File: config.mk
export PLATFORM = sky130hd
export DESIGN_NAME = clipped_transparent_blit_top
export DESIGN_NICKNAME = d
export VERILOG_FILES = /design/src/design/ctb_pkg.sv /design/src/design/ctb_front.sv /design/src/design/ctb_queue.sv /design/src/design/ctb_back.sv /design/src/design/clipped_transparent_blit_top.sv
export SDC_FILE = /design/constraint.sdc
export NUM_CORES = 1
export LEC_CHECK = 0
export BUFFER_PORTS_ARGS = -buffer_cell sky130_fd_sc_hd__buf_2
export CAP_MARGIN = 40
export CORE_MARGIN = 2
export CORE_UTILIZATION = 58
export CTS_BUF_LIST = sky130_fd_sc_hd__clkbuf_8
export CTS_CLUSTER_SIZE = 40
export DETAILED_ROUTE_END_ITERATION = 10
export HOLD_SLACK_MARGIN = 0.08
export MAX_ROUTING_LAYER = met4
export PLACE_DENSITY_LB_ADDON = 0.25
export RECOVER_POWER = 100
export SYNTH_ARGS = -nofsm -noshare
export SYNTH_HDL_FRONTEND = slang
export SYNTH_HIERARCHICAL = 1
export SYNTH_SLANG_ARGS = --single-unit
export TNS_END_PERCENT = 50
File: constraint.sdc
create_clock -name clock -period 5.37 [get_ports clock]
set_input_delay 0.537 -clock clock [delete_from_list [all_inputs] [get_ports clock]]
set_output_delay 0.537 -clock clock [all_outputs]
set_load 0.01 [all_outputs]
File: src/design/ctb_pkg.sv
package ctb_pkg;

   // Screen and image geometry
   localparam int SCREEN_WIDTH   = 320;
   localparam int SCREEN_HEIGHT  = 200;
   localparam int MAX_IMAGE_SIDE = 1024;

   // Fixed field widths
   localparam int PIXEL_W = 8;
   localparam int ADDR_W  = 16;
   localparam int REG_W   = 11;
   localparam int IDX_W   = 3;

   // Configuration register indexes
   localparam logic [IDX_W-1:0] REG_DEST_X       = 3'd0;
   localparam logic [IDX_W-1:0] REG_DEST_Y       = 3'd1;
   localparam logic [IDX_W-1:0] REG_IMAGE_WIDTH  = 3'd2;
   localparam logic [IDX_W-1:0] REG_IMAGE_HEIGHT = 3'd3;
   localparam logic [IDX_W-1:0] REG_TRANSPARENT  = 3'd4;

   // Source position counters and their limits
   localparam int COL_W = $clog2(MAX_IMAGE_SIDE);
   localparam int CNT_W = COL_W + 1;

   // Signed screen coordinate: destination plus source position
   localparam int SUM_W = ((COL_W > REG_W - 1) ? COL_W : REG_W - 1) + 2;

   // On-screen coordinate widths
   localparam int XW = $clog2(SCREEN_WIDTH);
   localparam int YW = $clog2(SCREEN_HEIGHT);

   // Address product width, never below the address field
   localparam int MUL_W = ((YW + XW + 1) > ADDR_W) ? (YW + XW + 1) : ADDR_W;

   // Queue between front and back end
   localparam int QUEUE_DEPTH = 4;
   localparam int QPTR_W      = $clog2(QUEUE_DEPTH);

   typedef struct packed {
      logic [YW-1:0]      sy;
      logic [XW-1:0]      sx;
      logic [PIXEL_W-1:0] pixel;
   } blit_item_type;

   // Zero counts as one, anything above the largest side saturates.
   function automatic logic [CNT_W-1:0] clamp_side(input logic [REG_W-1:0] v);
      logic [31:0] v32;
      logic [31:0] r;
      v32 = 32'(v);
      if (v32 == 32'd0) begin
         r = 32'd1;
      end else if (v32 > 32'(MAX_IMAGE_SIDE)) begin
         r = 32'(MAX_IMAGE_SIDE);
      end else begin
         r = v32;
      end
      return r[CNT_W-1:0];
   endfunction

endpackage

File: src/design/ctb_front.sv
module ctb_front (
   input  logic                        clock,
   input  logic                        reset,
   input  logic                        csr_we,
   input  logic [ctb_pkg::IDX_W-1:0]   csr_index,
   input  logic [ctb_pkg::REG_W-1:0]   csr_wdata,
   input  logic                        req_tvalid,
   output logic                        req_tready,
   input  logic [ctb_pkg::PIXEL_W-1:0] req_tdata,
   input  logic                        req_tuser,
   input  logic                        queue_ready,
   output logic                        push,
   output ctb_pkg::blit_item_type      push_item
);
   import ctb_pkg::*;

   logic signed [REG_W-1:0] dest_x_ff, dest_x_in;
   logic signed [REG_W-1:0] dest_y_ff, dest_y_in;
   logic [CNT_W-1:0]        width_lim_ff, width_lim_in;
   logic [CNT_W-1:0]        height_lim_ff, height_lim_in;
   logic                    transparent_ff, transparent_in;
   logic [COL_W-1:0]        col_ff, col_in;
   logic [COL_W-1:0]        row_ff, row_in;

   logic             accept;
   logic [COL_W-1:0] col_cur, row_cur;
   logic [CNT_W-1:0] col_inc, row_inc;
   logic [SUM_W-1:0] sum_x, sum_y;
   logic             on_screen;
   logic             keyed_out;

   assign req_tready = queue_ready;
   assign accept     = req_tvalid & queue_ready;

   // Register writes
   always_comb begin
      dest_x_in      = dest_x_ff;
      dest_y_in      = dest_y_ff;
      width_lim_in   = width_lim_ff;
      height_lim_in  = height_lim_ff;
      transparent_in = transparent_ff;
      if (csr_we) begin
         unique case (csr_index)
            REG_DEST_X:       dest_x_in      = csr_wdata;
            REG_DEST_Y:       dest_y_in      = csr_wdata;
            REG_IMAGE_WIDTH:  width_lim_in   = clamp_side(csr_wdata);
            REG_IMAGE_HEIGHT: height_lim_in  = clamp_side(csr_wdata);
            REG_TRANSPARENT:  transparent_in = csr_wdata[0];
            default: ;
         endcase
      end
   end

   // Position of this pixel; the first pixel restarts at the top left
   assign col_cur = req_tuser ? '0 : col_ff;
   assign row_cur = req_tuser ? '0 : row_ff;
   assign col_inc = CNT_W'(col_cur) + CNT_W'(1);
   assign row_inc = CNT_W'(row_cur) + CNT_W'(1);

   always_comb begin
      col_in = col_ff;
      row_in = row_ff;
      if (accept) begin
         if (col_inc >= width_lim_ff) begin
            col_in = '0;
            row_in = (row_inc >= height_lim_ff) ? '0 : row_inc[COL_W-1:0];
         end else begin
            col_in = col_inc[COL_W-1:0];
            row_in = row_cur;
         end
      end
   end

   // Screen coordinate and clip test
   assign sum_x = {{(SUM_W-REG_W){dest_x_ff[REG_W-1]}}, dest_x_ff} + SUM_W'(col_cur);
   assign sum_y = {{(SUM_W-REG_W){dest_y_ff[REG_W-1]}}, dest_y_ff} + SUM_W'(row_cur);

   assign on_screen = !sum_x[SUM_W-1] && (sum_x < SUM_W'(SCREEN_WIDTH))
                   && !sum_y[SUM_W-1] && (sum_y < SUM_W'(SCREEN_HEIGHT));
   assign keyed_out = transparent_ff && (req_tdata == '0);

   assign push            = accept && on_screen && !keyed_out;
   assign push_item.sx    = sum_x[XW-1:0];
   assign push_item.sy    = sum_y[YW-1:0];
   assign push_item.pixel = req_tdata;

   always_ff @(posedge clock) begin
      if (reset) begin
         dest_x_ff      <= '0;
         dest_y_ff      <= '0;
         width_lim_ff   <= CNT_W'(1);
         height_lim_ff  <= CNT_W'(1);
         transparent_ff <= 1'b0;
         col_ff         <= '0;
         row_ff         <= '0;
      end else begin
         dest_x_ff      <= dest_x_in;
         dest_y_ff      <= dest_y_in;
         width_lim_ff   <= width_lim_in;
         height_lim_ff  <= height_lim_in;
         transparent_ff <= transparent_in;
         col_ff         <= col_in;
         row_ff         <= row_in;
      end
   end

endmodule

File: src/design/ctb_queue.sv
module ctb_queue (
   input  logic                   clock,
   input  logic                   reset,
   input  logic                   push,
   input  ctb_pkg::blit_item_type push_item,
   output logic                   ready,
   output logic                   head_valid,
   output ctb_pkg::blit_item_type head_item,
   input  logic                   pop
);
   import ctb_pkg::*;

   blit_item_type     slot_ff [QUEUE_DEPTH];
   logic [QPTR_W-1:0] wr_ptr_ff, wr_ptr_in;
   logic [QPTR_W-1:0] rd_ptr_ff, rd_ptr_in;
   logic [QPTR_W:0]   count_ff, count_in;
   logic              do_push, do_pop;

   assign ready      = (count_ff != (QPTR_W+1)'(QUEUE_DEPTH));
   assign head_valid = (count_ff != '0);
   assign head_item  = slot_ff[rd_ptr_ff];

   assign do_push = push && ready;
   assign do_pop  = pop && head_valid;

   always_comb begin
      wr_ptr_in = do_push ? wr_ptr_ff + QPTR_W'(1) : wr_ptr_ff;
      rd_ptr_in = do_pop  ? rd_ptr_ff + QPTR_W'(1) : rd_ptr_ff;
      count_in  = count_ff;
      if (do_push && !do_pop) begin
         count_in = count_ff + (QPTR_W+1)'(1);
      end else if (do_pop && !do_push) begin
         count_in = count_ff - (QPTR_W+1)'(1);
      end
   end

   always_ff @(posedge clock) begin
      if (do_push) begin
         slot_ff[wr_ptr_ff] <= push_item;
      end
   end

   always_ff @(posedge clock) begin
      if (reset) begin
         wr_ptr_ff <= '0;
         rd_ptr_ff <= '0;
         count_ff  <= '0;
      end else begin
         wr_ptr_ff <= wr_ptr_in;
         rd_ptr_ff <= rd_ptr_in;
         count_ff  <= count_in;
      end
   end

endmodule

File: src/design/ctb_back.sv
module ctb_back (
   input  logic                        clock,
   input  logic                        reset,
   input  logic                        head_valid,
   input  ctb_pkg::blit_item_type      head_item,
   output logic                        pop,
   output logic                        rsp_tvalid,
   input  logic                        rsp_tready,
   output logic [ctb_pkg::ADDR_W+ctb_pkg::PIXEL_W-1:0] rsp_tdata
);
   import ctb_pkg::*;

   logic               out_valid_ff, out_valid_in;
   logic [ADDR_W-1:0]  out_addr_ff, out_addr_in;
   logic [PIXEL_W-1:0] out_pixel_ff, out_pixel_in;
   logic [MUL_W-1:0]   addr_full;

   // Row times screen width plus column
   assign addr_full = MUL_W'(head_item.sy) * MUL_W'(SCREEN_WIDTH) + MUL_W'(head_item.sx);

   // Refill the output register when it is empty or being drained
   assign pop = head_valid && (!out_valid_ff || rsp_tready);

   always_comb begin
      out_valid_in = out_valid_ff;
      out_addr_in  = out_addr_ff;
      out_pixel_in = out_pixel_ff;
      if (pop) begin
         out_valid_in = 1'b1;
         out_addr_in  = addr_full[ADDR_W-1:0];
         out_pixel_in = head_item.pixel;
      end else if (rsp_tready) begin
         out_valid_in = 1'b0;
      end
   end

   assign rsp_tvalid = out_valid_ff;
   assign rsp_tdata  = {out_pixel_ff, out_addr_ff};

   always_ff @(posedge clock) begin
      if (reset) begin
         out_valid_ff <= 1'b0;
      end else begin
         out_valid_ff <= out_valid_in;
      end
   end

   always_ff @(posedge clock) begin
      out_addr_ff  <= out_addr_in;
      out_pixel_ff <= out_pixel_in;
   end

endmodule

File: src/design/clipped_transparent_blit_top.sv
// Clipped sprite blitter front end. Source pixels stream in raster order, one
// word per pixel, with tuser marking the first pixel of an image; the block
// places the image at the signed position (dest_x, dest_y) and emits a
// framebuffer write (address = row * screen width + column, and the pixel)
// only for pixels that land on screen and, in transparent mode, are not zero.
// Off-screen and keyed-out pixels are dropped, so the result stream carries
// zero or one word per source pixel. The block takes one pixel per clock while
// the queue has room: the front end clips and steps the column/row counters,
// a four-entry queue decouples it from the back end, and the back end forms the
// address with one constant multiply into the output register. A write passes
// through a queue slot and then the output register before it appears on rsp.
// Configuration registers are written through csr_* and are registered;
// write them only while no pixel is in flight. Image width and height of zero
// count as one, and values above the maximum image side are saturated.
module clipped_transparent_blit_top (
   input  logic                        clock,
   input  logic                        reset,
   // configuration write port
   input  logic                        csr_we,
   input  logic [ctb_pkg::IDX_W-1:0]   csr_index,
   input  logic [ctb_pkg::REG_W-1:0]   csr_wdata,
   // source pixel stream
   input  logic                        req_tvalid,
   output logic                        req_tready,
   input  logic [ctb_pkg::PIXEL_W-1:0] req_tdata,  // [7:0] source_pixel
   input  logic                        req_tuser,  // [0] first_pixel
   // framebuffer write stream
   output logic                        rsp_tvalid,
   input  logic                        rsp_tready,
   output logic [ctb_pkg::ADDR_W+ctb_pkg::PIXEL_W-1:0] rsp_tdata
                                                   // [15:0] write_address,
                                                   // [23:16] write_pixel
);
   import ctb_pkg::*;

   logic          push;
   blit_item_type push_item;
   logic          queue_ready;
   logic          head_valid;
   blit_item_type head_item;
   logic          pop;

   // Front end: counters, clipping, color key
   ctb_front u_front (
      .clock       (clock),
      .reset       (reset),
      .csr_we      (csr_we),
      .csr_index   (csr_index),
      .csr_wdata   (csr_wdata),
      .req_tvalid  (req_tvalid),
      .req_tready  (req_tready),
      .req_tdata   (req_tdata),
      .req_tuser   (req_tuser),
      .queue_ready (queue_ready),
      .push        (push),
      .push_item   (push_item)
   );

   // Hold surviving pixels until the back end can take them
   ctb_queue u_queue (
      .clock      (clock),
      .reset      (reset),
      .push       (push),
      .push_item  (push_item),
      .ready      (queue_ready),
      .head_valid (head_valid),
      .head_item  (head_item),
      .pop        (pop)
   );

   // Back end: address generation and output register
   ctb_back u_back (
      .clock      (clock),
      .reset      (reset),
      .head_valid (head_valid),
      .head_item  (head_item),
      .pop        (pop),
      .rsp_tvalid (rsp_tvalid),
      .rsp_tready (rsp_tready),
      .rsp_tdata  (rsp_tdata)
   );

endmodule
======== After elaboration in Yosys (flattened, before gate mapping) ========
Memories as Yosys holds them, arrays and structs flattened. A register that Yosys moved wholly into a read port is not among the register bits.
Index checks and enable logic that the tools add are counted.
word-level totals
  bits in writable memories ............... 100
  output and inout bits ................... 26
  input port bits ......................... 28
  memories kept ........................... 1
  logic and storage cells ................. 79
  bits in registers ....................... 97
operators by class
  eq/ne operators ......................... 5
  bitwise operators ....................... 1
  reduce and logical (&&, ||, !) cells .... 29
  mux-type cells .......................... 15
  add/subtract/negate cells ............... 9
  multiply operators ...................... 1
  $lt $le $gt $ge ......................... 5
memories
  name             words  width  rd ports  clocked after Yosys merged registers in  write ports  line             RTL
  u_queue.slot_ff  4      25     1         1                                        1            ctb_queue.sv:13  blit_item_type slot_ff [QUEUE_DEPTH];
operator list
  operator                                                                       count
  10-bit 2-to-1 mux                                                              5
  11-bit by 11-bit adder with 12-bit output                                      2
  10-bit by 1-bit adder with 11-bit output, second input constant                2
  11-bit greater-or-equal comparator                                             2
  11-bit 2-to-1 mux                                                              2
  16-bit by 9-bit adder with 16-bit output                                       1
  12-bit by 8-bit less-than comparator with 1-bit output, second input constant  1
  12-bit by 9-bit less-than comparator with 1-bit output, second input constant  1
  11-bit greater-than comparator, second input constant                          1
  1-bit logical AND                                                              11
  11-bit logical NOT                                                             1
  8-bit by 3-bit multiplier with 10-bit output, second input constant            1
  2-bit AND reduction                                                            5
  8-bit logical NOT                                                              1
  3-bit by 2-bit == test with 1-bit output, second input constant                2
  1-bit logical NOT                                                              6
  3-bit 2-to-1 mux                                                               2
  2-bit by 1-bit adder with 2-bit output, second input constant                  2
  1-bit 2-to-1 mux                                                               4
  2-bit 2-to-1 mux                                                               2
  2-bit nonzero test                                                             2
  3-bit by 1-bit adder with 3-bit output, second input constant                  1
  3-bit by 1-bit == test with 1-bit output, second input constant                1
  3-bit == test, second input constant                                           1
  other kinds (6)                                                                6

======== Logic depth before layout (Yosys ltp) ========
Gate-level depths: netlist of the first run.
  word-level depth ........................ 13
  depth in mapped cells ................... 23
  depth with buffers taken out ............ 19

======== By module ========
The synthesis of the first run kept the hierarchy.
by module, submodules not included
  module     area an instance (µm²)  seq. area each (µm²)  cells each  instances
  ctb_front  5142.4                  1301.2                706         1
  ctb_queue  4131.5                  3183.1                179         1
  ctb_back   1296.2                  740.7                 93          1

======== Worst setup path after synthesis of the first run ========
OpenSTA, ideal clock, no wires.
  kind .................................... input to register
  start point ............................. input port req_tuser
  end point ............................... register u_queue.count_ff[2]
  buffers on the path ..................... 5
  setup time .............................. 0.070 ns
  data required time ...................... 5.300 ns
  setup slack ............................. 0.201 ns
  arrival ................................. 5.099 ns
  cell stages on the path ................. 22
  path through ............................ buf_6 -> clkbuf_1 -> clkbuf_1 -> clkbuf_1 -> nor2b_1 -> ha_1 -> maj3_1 -> and3_1 -> or2_1 -> buf_2 -> a311oi_2 -> o311ai_0 -> nor3b_2 -> o211ai_1 -> and4_1 -> a21boi_4 -> ha_1 -> inv_1 -> fa_1 -> xor2_1 -> or3_1 -> a21oi_1
RTL lines
  what                  line                                RTL
  from (decl)           clipped_transparent_blit_top.sv:26  input logic req_tuser,
  to (signal assigned)  ctb_queue.sv:51                     count_ff <= count_in;
  to (decl)             ctb_queue.sv:16                     logic [QPTR_W:0] count_ff, count_in;

==> impl_metrics.ini, run 1 <==
[status]
status = finished, violations left
violations = capacitance limit, slew limit

[timing]
hold_viol = 0
period_needed_ns = 4.73
drv_slew = 80
setup_viol = 0
tns_ns = 0
max_freq_mhz = 211
worst_slew_pin_slew_ns = 3.36
whs_ns = 0.335
skew_ns = 0.0193
rsz0062_at_grt = false
slew_headroom_pct = -124
min_period_over_period_pct = 88.2

[finish]
instances_no_fill = 1254
layout_commonest_cell = nand2_1
layout_common_cells = 130 x nand2_1, 124 x edfxtp_1, 86 x a21oi_1, 75 x dfxtp_1, 72 x nor2_1
syn2layout_area_growth_pct = 6.11
final_layout_size_suffix_gt1_share_pct = 9.85
diodes = 0
fin_nets = 1102
n_fill_cell = 1467

[yosys]
ys_warn_count = 6
synth-edff-count = 124
yosys.area_share.simple_pct = 16.0
ys_ff_latch = 199
postSynthAreaPerCell_um2 = 10.8
synth-xor-area-share_pct = 3.89
yosysUniqueCellTypes = 85
ys_seq_area_share_pct = 49.4
synth_top_family_by_area = simple AND/OR/NAND/NOR gates
synth_nets = 1068
synth_fa_ha_area_share_pct = 8.00
synth_compound_area_share_pct = 12.0
synth_cells = 978
netlist_area_mm2 = 0.0106
synthArstFlopShare_pct = 0
yosys-mux-area-fraction_pct = 6.08
synthFlopType = edfxtp_1

[setup_path]
worstPathCellList = nor2b_1 > ha_1 > ha_1 > a21oi_1 > a211oi_1 > a311oi_4 > maj3_1 > a211oi_2 > xnor2_1 > o211ai_1 > and4_1 > a21boi_4 > ha_1 > inv_1 > fa_1 > xor2_1 > or3_1 > a21oi_1
crit_fanout = 7
r2r_start = u_front/col_ff[0]$_SDFFE_PP0P_
critPathMaxStageDelay_ns = 0.44
critical-path-top-delay-family = compound AO/OA/AOI/OAI gates
timing_worst_setup_path_type = reg -> reg
critPathCaptureType = flip-flop
worstPathArrival_ns = 5.10
crit_buf_inv = 1
crit_top_cell = ha_1
cp-startpoint = u_front/col_ff[0]$_SDFFE_PP0P_
critical_path.slowest_cell = a211oi_1
worst_ep_required_time_ns = 5.73
cp-start-kind = flip-flop

[placed_design]
placed_cells = 1222
port_buffers = 53
dp_hpwl_um = 15000
gp_congestion = 0.884

[floorplan]
initial_core_util_pct = 59.0
pin_count = 54
core_mm2 = 0.0179
die_area_mm2 = 0.0193
dieHeight_um = 139
die_w_um = 139
placementRows = 49

[detailed_routing]
via_count = 7215
first_pass_iters = 5
routed_wirelength_um = 21000
remaining_drc_errors = 0
final_antenna_net_count = 0
drtIter0Drc = 431
wl_per_cell_um = 16.8
viasPerCell = 5.75

[clock_network]
cts_tree = yes
clk_latency_ns = 0.48
clk_root_buffer_cell = clkbuf_8
post-cts-setup-buffer-count = 0
cts_sinks = 199
ctsHtreeMaxLevel = 4
hold_buffers = 0
clk_pin_slew_worst_paths_ns = 0.10
ctsLongestPathBuffers = 2
cts_made_buffers = 17
cts-resized-gates = 0

[pwr]
power.density_mw_per_mm2 = 383
leakage_nw = 3.96
clkPwrFrac_pct = 20.9
seqPwrFrac_pct = 46.8
peakVddDrop_v = 0.000434
p_int_mw = 2.86
power_switching_mw = 1.44
combPwrFrac_pct = 32.4
swShare_pct = 33.6

[global_routing]
grt_pass1_vias = 6941
grt_max_degree = 80
globalRouteTotalUtil_pct = 23.0
antenna_found_initial = 1
grt-ovfl-total = 0
grt_pass1_wl_um = 34400

[flow_run]
maxCapViolations = 1

[hold_path]
hp-class = in -> reg
hold_start = csr_wdata[9]
-- layout make-up --
class                      count  area [µm²]  area share [%]
timing repair buffer          70         323            2.88
inverter                      47         176            1.57
clock buffer                  17         234            2.09
tap                          229         287            2.55
multi-input combinational    677        4830            43.1
sequential                   199        5230            46.6
clock inverter                15         141            1.26
-- path summary, 6_finish.rpt --
check,depth (start not counted),to,slack [ns]
worst max-delay path,18,u_queue/count_ff[2]$_SDFFE_PP0P_,0.64
worst min-delay path,3,u_front/dest_x_ff[9]$_SDFFE_PP0P_,0.34
worst max register to register,18,u_queue/count_ff[2]$_SDFFE_PP0P_,0.64
worst min register to register,2,u_front/col_ff[8]$_SDFFE_PP0P_,0.45
-- synthesized netlist by cell type (10+ instances only) --
| library cell | number | share of area, % |
|---|---|---|
| o21ai_0 | 19 | 0.90 |
| nor2_1 | 71 | 2.5 |
| dfxtp_1 | 75 | 14 |
| nand2b_1 | 11 | 0.65 |
| a21oi_1 | 84 | 4.0 |
| xnor2_1 | 28 | 2.3 |
| edfxtp_1 | 124 | 35 |
| nor4_1 | 10 | 0.59 |
| xor2_1 | 19 | 1.6 |
| nand3_1 | 23 | 1.1 |
| nor2b_1 | 32 | 1.9 |
| and2_1 | 13 | 0.77 |
| clkbuf_1 | 33 | 1.2 |
| ha_1 | 58 | 6.9 |
| mux4_2 | 20 | 4.3 |
| nand2_1 | 130 | 4.6 |
| inv_1 | 46 | 1.6 |
-- stage by stage --
step	instance area [µm²]	utilization [%]	power (mW)	worst slack, ns
2_1_floorplan	10600	-	3.16	0.201
3_3_place_gp	10900	61.2	3.43	0.534
3_5_place_dp	10900	61.2	3.48	0.378
4_1_cts	11300	63.3	4.38	0.779
5_1_grt	11200	62.7	4.57	0.236
6_report	11200	62.7	4.30	0.636
-- layer usage --
metal / up-vias / part of all wire (%) / track usage [%]
li1: 3603 / - / -
met3: 22 / 4.0 / 3.52
met1: 3427 / 45 / 29.5
met5: - / 0 / -
met4: 0 / 1.8 / 7.44
met2: 163 / 49 / 37.7
-- kinds of logic after synthesis --
kind of cell | count (synthesis)
AOI/OAI and AO/OA | 188
xor gates and xnor gates | 47
adders and majority gates | 66
buffers and inverters | 102
DFF | 199
muxes | 31
and+or+nand+nor | 345
-- flip-flops by register name, summed over array words and instances, names as in the netlist, 2 cells and up, named ones only --
name,cells
u_front/height_lim_ff,11
u_front/row_ff,10
u_queue/wr_ptr_ff,2
u_back/out_pixel_ff,8
u_front/width_lim_ff,11
u_front/dest_x_ff,11
u_front/dest_y_ff,11
u_back/out_addr_ff,16
u_queue/slot_ff,100
u_front/col_ff,10
u_queue/count_ff,3
u_queue/rd_ptr_ff,2
-- power groups by stage --
| stage | registers, mW | logic [mW] | clock network (mW) |
|---|---|---|---|
| 5_1_grt | 2.03 | 1.55 | 0.984 |
| 6_report | 2.01 | 1.39 | 0.898 |
| 4_1_cts | 2.01 | 1.45 | 0.923 |
| 2_1_floorplan | 2.07 | 1.09 | 0 |
| 3_3_place_gp | 2.03 | 1.40 | 0 |
| 3_5_place_dp | 2.04 | 1.44 | 0 |
-- worst register-to-register path, cell delays in order, from the launching register on --
cell      delay (ns)
dfxtp_1         0.38
nor2b_1         0.31
ha_1            0.30
ha_1            0.22
a21oi_1         0.10
a211oi_1        0.44
a311oi_4        0.13
maj3_1          0.40
a211oi_2        0.24
xnor2_1         0.16
o211ai_1        0.21
and4_1          0.24
a21boi_4        0.26
ha_1            0.21
inv_1           0.06
fa_1            0.37
xor2_1          0.16
or3_1           0.30
a21oi_1         0.14
(Power assumes the default switching activity.)
==> inputs of run 2 (changes only) <==
- CORE_UTILIZATION: 58 -> 30
==> impl_metrics.ini, run 2 (same netlist as run 1, synthesis figures left out) <==
[placed_design]
port_buffers = 53
dp_slack_ns = 0.246
dp_hpwl_um = 17200
gp_congestion = 0.830

[floorplan]
dieHeight_um = 192
pin_count = 54
die_w_um = 192
placementRows = 68
core_mm2 = 0.0346
die_area_mm2 = 0.0368
initial_core_util_pct = 30.5

[detailed_routing]
viasPerCell = 4.82
met2_wirelength_um = 11000
wl_per_cell_um = 16.1
remaining_drc_errors = 0
first_pass_iters = 5
routed_wirelength_um = 23900
drtIter0Drc = 409
wl_met1_um = 11800
routed.top_layer = met4
via_count = 7132
wl_met3_um = 793
final_antenna_net_count = 0

[global_routing]
antenna_found_initial = 0
grt_pass1_vias = 7024
grt_max_degree = 80
grt_pass1_wl_um = 37900
globalRouteTotalUtil_pct = 13.8
grt-ovfl-total = 0

[setup_path]
critical_path.slowest_cell = a2111oi_0
cp-start-kind = flip-flop
critPathCaptureType = flip-flop
timing_worst_setup_path_type = reg -> reg
rr_worst_depth = 18
worstPathCellList = nor2b_1 > ha_1 > ha_1 > a21oi_1 > a211oi_2 > a311oi_4 > a2111oi_0 > a211oi_2 > xnor2_1 > o211ai_1 > and4_1 > a21boi_4 > ha_1 > inv_1 > fa_1 > xor2_1 > or3_1 > a21oi_1
crit_top_cell = ha_1
worstPathArrival_ns = 5.10
crit_fanout = 7
worst_ep_required_time_ns = 5.77
r2r_slack_ns = 0.67
critPathMaxStageDelay_ns = 0.56

[clock_network]
cts-resized-gates = 0
ctsHtreeMaxLevel = 4
clk_latency_ns = 0.50
cts_made_buffers = 17
ctsLongestPathBuffers = 2
hold_buffers = 0
clk_root_buffer_cell = clkbuf_8
cts_tree = yes
cts_sinks = 199
post-cts-setup-buffer-count = 0
clk_pin_slew_worst_paths_ns = 0.11

[timing]
worst_slew_pin_slew_ns = 3.47
tns_ns = 0
max_freq_mhz = 213
rsz0062_at_grt = false
hold_viol = 0
skew_ns = 0.0241
slew_headroom_pct = -131
drv_slew = 80
setup_viol = 0
setup_ws_ns = 0.671
period_needed_ns = 4.70
min_period_over_period_pct = 87.5

[pwr]
peakVddDrop_v = 0.000230
power.density_mw_per_mm2 = 381
leakage_nw = 3.97

[finish]
syn2layout_area_growth_pct = 9.03
diodes = 0
final_util_pct = 33.3
n_fill_cell = 3563
largest_reg_flops = 100
layout_commonest_cell = nand2_1
fin_nets = 1103
regMostFlops = u_queue/slot_ff
layout_common_cells = 130 x nand2_1, 124 x edfxtp_1, 86 x a21oi_1, 75 x dfxtp_1, 72 x nor2_1
top_regs = u_queue/slot_ff (100), u_back/out_addr_ff (16)
final_layout_size_suffix_gt1_share_pct = 10.1

[status]
violations = capacitance limit, slew limit
status = finished, violations left

[hold_path]
hp-class = in -> reg
whs_path_depth = 3

[flow_run]
maxCapViolations = 1
-- run 2: per-stage QoR --
step / instance area (µm²) / power (mW) / hold WS [ns] / std cells
floorplan: 10600 / 3.16 / 0.427 / 978
finish: 11500 / 4.39 / 0.317 / 1481
CTS: 11700 / 4.53 / 0.238 / 1481
detailed placement: 11300 / 3.53 / 0.447 / 1449
global placement: 11200 / 3.50 / 0.440 / 1448
global route: 11500 / 4.71 / 0.292 / 1481
-- run 2: layout make-up --
class	instances	area, µm²	area share [%]
repair buffers	71	330	2.87
well taps	455	569	4.94
inverters	47	176	1.53
clock buffers	17	234	2.03
multi-input cells	677	4820	41.8
flip-flops and latches	199	5230	45.3
clock inverters	15	168	1.45
-- run 2: worst max-delay path: cells and delay by family (launching register included) --
| kind | cells | cell delay, ns |
|---|---|---|
| AOI/OAI and AO/OA | 8 | 1.81 |
| adders and majority gates | 4 | 1.11 |
| and+or+nand+nor | 3 | 0.87 |
| DFF | 1 | 0.39 |
| xor gates and xnor gates | 2 | 0.37 |
| buffers and inverters | 1 | 0.06 |
-- run 2: worst paths after layout --
path,startpoint,endpoint
min,csr_wdata[9],u_front/dest_x_ff[9]$_SDFFE_PP0P_
max reg2reg,u_front/col_ff[0]$_SDFFE_PP0P_,u_queue/count_ff[2]$_SDFFE_PP0P_
min reg2reg,u_front/height_lim_ff[7]$_SDFFE_PP0P_,u_front/height_lim_ff[7]$_SDFFE_PP0P_
max,u_front/col_ff[0]$_SDFFE_PP0P_,u_queue/count_ff[2]$_SDFFE_PP0P_
-- run 2: report_power, final --
group / internal [mW] / leakage [nW] / total, mW / switching (mW)
sequential: 1.92 / 1.76 / 2.02 / 0.102
clock: 0.393 / 0.208 / 0.994 / 0.601
combinational: 0.595 / 2.01 / 1.38 / 0.785
-- run 2: per-layer routing --
metal	up-vias	global-route usage, %
met5	-	-
met3	13	2.39
met1	3405	18.4
met2	115	21.7
li1	3599	-
met4	0	3.76
